### src/sv/svps_pkg.sv
// ----------------------------------------------------------------------------
// svps_pkg
// Types and constants shared by the voice position stepper modules.
// ----------------------------------------------------------------------------
package svps_pkg;

  typedef enum logic [1:0] {
    OP_TICK    = 2'd0,
    OP_TRIGGER = 2'd1,
    OP_RATE    = 2'd2,
    OP_NONE    = 2'd3
  } op_e;

  typedef enum logic [1:0] {
    MODE_NONE     = 2'd0,
    MODE_FORWARD  = 2'd1,
    MODE_PINGPONG = 2'd2,
    MODE_ALT_FWD  = 2'd3
  } mode_e;

  localparam logic CFG_RATE_SCALE = 1'b0;
  localparam logic CFG_VOICES     = 1'b1;

  localparam logic [31:0] RATE_SCALE_RST = 32'd71582788;
  localparam logic [5:0]  VOICES_RST     = 6'd32;

  typedef enum logic [3:0] {
    ST_IDLE, ST_READ, ST_DECIDE, ST_MUL, ST_MUL2, ST_DIV, ST_FINISH, ST_OUT
  } state_e;

  // Work the sequencer has to do for the item in flight.
  typedef enum logic [2:0] {
    KIND_NONE = 3'd0,
    KIND_RATE = 3'd1,
    KIND_DIV  = 3'd2,
    KIND_TRIG = 3'd3,
    KIND_ADV  = 3'd4,
    KIND_STEP = 3'd5
  } kind_e;

  // Start and done of the shared remainder unit.
  typedef struct packed {
    logic        start;
    logic [31:0] dividend;
    logic [30:0] divisor;
  } div_req_t;

  typedef struct packed {
    logic        busy;
    logic        done;
    logic [30:0] rem;
  } div_rsp_t;

endpackage

### src/sv/svps_rem.sv
// ----------------------------------------------------------------------------
// svps_rem
// Restoring remainder unit, one quotient bit per cycle.
// ----------------------------------------------------------------------------
module svps_rem
  import svps_pkg::*;
(
  input  logic     clk_i,
  input  logic     rst_ni,
  input  div_req_t req_i,
  output div_rsp_t rsp_o
);

  logic [31:0] num_q, num_d;
  logic [31:0] rem_q, rem_d;
  logic [30:0] den_q, den_d;
  logic [5:0]  cnt_q, cnt_d;
  logic        busy_q, busy_d;
  logic        done_q, done_d;
  logic [32:0] trial;

  always_comb begin
    num_d  = num_q;
    rem_d  = rem_q;
    den_d  = den_q;
    cnt_d  = cnt_q;
    busy_d = busy_q;
    done_d = 1'b0;
    trial  = {rem_q, num_q[31]} - {2'b00, den_q};
    if (req_i.start) begin
      num_d  = req_i.dividend;
      den_d  = req_i.divisor;
      rem_d  = '0;
      cnt_d  = 6'd32;
      busy_d = 1'b1;
    end else if (busy_q) begin
      num_d = {num_q[30:0], 1'b0};
      if (!trial[32]) begin
        rem_d = trial[31:0];
      end else begin
        rem_d = {rem_q[30:0], num_q[31]};
      end
      cnt_d = cnt_q - 6'd1;
      if (cnt_q == 6'd1) begin
        busy_d = 1'b0;
        done_d = 1'b1;
      end
    end
  end

  always_ff @(posedge clk_i or negedge rst_ni) begin
    if (!rst_ni) begin
      busy_q <= 1'b0;
      done_q <= 1'b0;
      cnt_q  <= '0;
    end else begin
      busy_q <= busy_d;
      done_q <= done_d;
      cnt_q  <= cnt_d;
    end
  end

  always_ff @(posedge clk_i) begin
    num_q <= num_d;
    rem_q <= rem_d;
    den_q <= den_d;
  end

  assign rsp_o.busy = busy_q;
  assign rsp_o.done = done_q;
  assign rsp_o.rem  = rem_q[30:0];

endmodule

### config.mk
export PLATFORM = sky130hd
export DESIGN_NAME = svps_rem
export DESIGN_NICKNAME = d
export VERILOG_FILES = /design/src/sv/svps_pkg.sv /design/src/sv/svps_rem.sv
export SDC_FILE = /design/constraint.sdc
export NUM_CORES = 1
export LEC_CHECK = 0
export ABC_AREA = 1
export BUFFER_PORTS_ARGS = -buffer_cell sky130_fd_sc_hd__buf_2
export CORE_MARGIN = 2
export CORE_UTILIZATION = 45
export CTS_BUF_LIST = sky130_fd_sc_hd__clkbuf_16
export DETAILED_ROUTE_END_ITERATION = 8
export PLACE_DENSITY = 0.79
export SYNTH_ARGS = -nofsm -noshare
export SYNTH_HDL_FRONTEND = slang
export SYNTH_SLANG_ARGS = --single-unit
export TNS_END_PERCENT = 100
### constraint.sdc
create_clock -name clk_i -period 2 [get_ports clk_i]
set_input_delay 0.2 -clock clk_i [delete_from_list [all_inputs] [get_ports clk_i]]
set_output_delay 0.2 -clock clk_i [all_outputs]
set_load 0.01 [all_outputs]
==> key figures <==
Power
  • Switching Fraction: between 20% and 30%
  • Sw Pwr: 0.001546 W
  • Combinational share of power: 19.1%
  • PwrDens: between 500 and 600 nW/um^2
  • Peak VDD IR: 0.5812 mV
  • P_int: between 0.003 and 0.004 W
  • Sequential share of power: approximately 47%
  • Leakage: between 5 and 6 nW
  • Clock share of power: between 30% and 40%

CTS
  • Num CTS Buffers: 9
  • H-tree depth: 3
  • Clock tree buffer depth: 2
  • Clk sink count: 103
  • Reg clk slew, reported paths: roughly 0.090 ns
  • Clock latency on the worst-skew pair: 0.37 ns
  • TritonCTS clock tree: built
  • Root Buffer Master: clkbuf_16

Logic synthesis
  • EDFF count, synth: 63
  • Synth warn: 0
  • Post-synth top area cell: edfxtp_1
  • Mapped Nets: 1165
  • Cells after Synth: 1065
  • Synthesized area per cell: 6.725 sq um
  • Seq cells post-synth: just over 100
  • Register area share after synthesis: 38.16%
  • Yosys cell types: 38
  • Ranking of synthesized cells by area: edfxtp_1 26%, nand2_1 25%, inv_1 11%
  • Prevailing post-synth register cell: edfxtp_1
  • Top cell type's share of synthesized area: 26.42%
  • Synthesized area: 7162 sq um
  • Fraction of registers with async set/reset: under 10%

Critical path
  • Crit-path max FO: 5
  • CP required: 2.25 ns
  • Critical Path Source Type: flip-flop
  • WP data arrival: 2.51 ns
  • Crit end category: flip-flop
  • Crit path kind: flip-flop to flip-flop

Timing
  • Final hold violation count: 0
  • Final worst path period share: 112.9%
  • RSZ-0062 raised after global routing: true
  • Final setup viols: 32
  • Worst-case clock skew: 0.01486 ns
  • Slew headroom: 68.54%
  • Worst-Margin Slew: 0.4719 ns
  • Max-slew violation count: 0
  • Max frequency: around 440 MHz
  • Final critical-path required period: 2.257 ns
  • Final setup TNS: -7.418 ns
  • Setup WS post-layout: -0.2573 ns

Finish
  • Area Overhead vs Synth: 29.75%
  • Layout Nets: 1371
  • Multi-input logic area: 3461 sq um
  • Non-Filler Instances: about 1500
  • # fillers: between 1000 and 1500
  • Layout cells sized above 1: around a quarter
  • Area of all sequential standard cells: 2733 sq um
  • Post-route cell area: 9293 sq um
  • Utilization after layout: about three fifths

Placement
  • Placed Cells: between 1000 and 1500
  • Post-place setup slack: -0.2312 ns
  • Buffers on Ports: 98
  • Post-DP HPWL: roughly 14 mm
  • Area of placed instances: 8533 sq um
  • GPL Wtd Cong: 0.9565

Floorplan
  • Core outline area: 15710 sq um
  • Initial Utilization: 45.58%
  • Die Y: 130.2 um
  • Area of the die: 16940 sq um
  • Top Ports: 99
  • Die Width: 130.2 um
  • FP Rows: 46

Global routing
  • Overall Global Routing Usage: 22.20%
  • First-pass GRT wire length: 29.35 mm
  • GR Overflow Total: 0
  • Largest net degree at the start of global routing: 44
  • Vias in the first global route: around 6400
  • Initial antenna violation count: 0

Outcome
  • Failing checks: negative setup slack
  • Outcome: complete, but fails checks

Route
  • Initial DRC count: 415
  • DRC: 0
  • Detailed-route via count: 6809
  • Initial DRT Pass Iterations: 5
  • Drt wl/cell: 12.51 um
  • Via/cell ratio: 4.561
  • Final ANT Viol Nets: 0
  • WL final: 18.68 mm

Worst hold path
  • Worst Hold Class: input port to flip-flop

Flow run
  • Max Cap Viol: 0
registers in the layout, indices dropped and copies added (netlist names):
| signal | flops |
|---|---|
| done_q | 1 |
| busy_q | 1 |
| rem_q | 32 |
| num_q | 32 |
| cnt_q | 6 |
| den_q | 31 |
layout make-up:
type                            instances  share of cell area [%]
Inverter                              217                   8.765
Antenna cell                            1                 0.02693
Clock buffer                            9                   2.424
Timing Repair Buffer                  244                   18.33
Clock inverter                          7                  0.9021
Multi-Input combinational cell        696                   37.24
Tap cell                              216                   2.908
Sequential cell                       103                   29.41
final timing paths:
path	startpoint	endpoint	slack [ns]	cells past startpoint
setup / recovery	den_q[0]$_DFFE_PP_	rem_q[30]$_SDFFE_PP0P_	-0.26	16
hold / removal	req_i[21]	den_q[21]$_DFFE_PP_	0.01	1
setup reg to reg	den_q[0]$_DFFE_PP_	rem_q[30]$_SDFFE_PP0P_	-0.26	16
hold reg to reg	cnt_q[4]$_DFFE_PN0P_	cnt_q[4]$_DFFE_PN0P_	0.49	1
max in group asynchronous	rst_ni	cnt_q[4]$_DFFE_PN0P_	1.62	2
min in group asynchronous	rst_ni	cnt_q[2]$_DFFE_PN0P_	0.20	2
cell usage after synthesis (3+ instances only):
cell type / count
inv_1: 212
nand2_1: 468
o21ai_0: 8
dfxtp_1: 32
o21ai_1: 3
nor2_2: 4
nand3_1: 60
and2_1: 6
nor2_1: 41
dfrtp_1: 8
buf_4: 33
clkbuf_1: 12
edfxtp_1: 63
xnor2_1: 12
ha_1: 33
nor3_1: 9
a21oi_1: 20
nand2_4: 4
inv_2: 3
nand2_2: 5
buf_6: 5
nand4_1: 5
xor2_1: 3
per-layer routing:
layer | global-route usage [%] | part of all wire (%) | up-vias
li1 | - | - | 3589
met1 | 28.42 | 46 | 3024
met2 | 37.88 | 47 | 171
met3 | 4.305 | 5.1 | 25
met4 | 7.084 | 2.0 | 0
met5 | 0 | 0 | -
worst max-delay path: stages (launching register included):
cell and delay (ns):
edfxtp_1 0.42, ha_4 0.18, fa_2 0.34, inv_2 0.07, nand2_2 0.05, nand2_2 0.08, nand3_2 0.06, nand2_2 0.09
nand2_2 0.05, nand2_2 0.08, nand2_4 0.07, buf_6 0.12, nand3_4 0.18, buf_12 0.15, nand3_1 0.07, nand2_1 0.06
o21ai_1 0.06
cell usage in the layout (no fill, tap or decap), types with 2 or more instances in the layout:
cell type      instances
nand2_2               34
nand2_8                4
clkinv_1               2
a21oi_1               18
buf_2                 98
inv_2                  5
nor3_1                 8
nor2_1                39
nor2_2                 6
xnor2_1               11
dlygate4sd3_1         15
buf_4                125
o21ai_0                6
clkinv_8               2
clkbuf_16             10
nand3_2                3
nand4_1                5
nand2_1              437
nand3_1               57
nand2_4                5
a21oi_2                2
buf_12                 3
inv_1                210
o21ai_1                5
edfxtp_1              63
dfxtp_1               32
xor2_1                 3
inv_8                  3
dfrtp_1                8
ha_1                  32
nor3_2                 2
and2_1                 6
through the flow:
step                      power, W  hold WS (ns)
final                     0.005337       0.01230
after CTS                 0.005356     0.0003826
after global placement    0.003445       0.05308
after floorplan           0.003073      -0.09559
after detailed placement  0.003474       0.05363
after global routing      0.005588      0.003642
repair_timing:
item / 4_1_cts / 5_1_grt
pin swaps: 1 / 10
hold buffers: 14 / 1
buffers inserted: 6 / 1
resized for setup: 8 / 42
endpoints found under the setup margin: 32 / 32
hold endpoints to repair: 21 / 1
cloned: 3 / 1
cells by family (layout without fill, tap and decap cells):
kind of cell / after synthesis / count (layout) / synth area share, %
AOI/OAI and AO/OA: 33 / 33 / 2.376
buffers and inverters: 268 / 477 / 16.30
xor gates and xnor gates: 15 / 15 / 1.834
adders and majority gates: 34 / 34 / 6.045
and+or+nand+nor: 612 / 614 / 35.29
other: 0 / 1 / 0
DFF: 103 / 103 / 38.15
power by group through the flow:
stage | clock network (W) | registers, W | logic (W)
floorplan | 0 | 0.00253 | 0.000546
global placement | 0 | 0.00253 | 0.000912
detailed placement | 0 | 0.00254 | 0.000934
CTS | 0.00188 | 0.00249 | 0.000981
global route | 0.00194 | 0.00251 | 0.00114
finish | 0.00182 | 0.00249 | 0.00102
(Power assumes the default switching activity.)
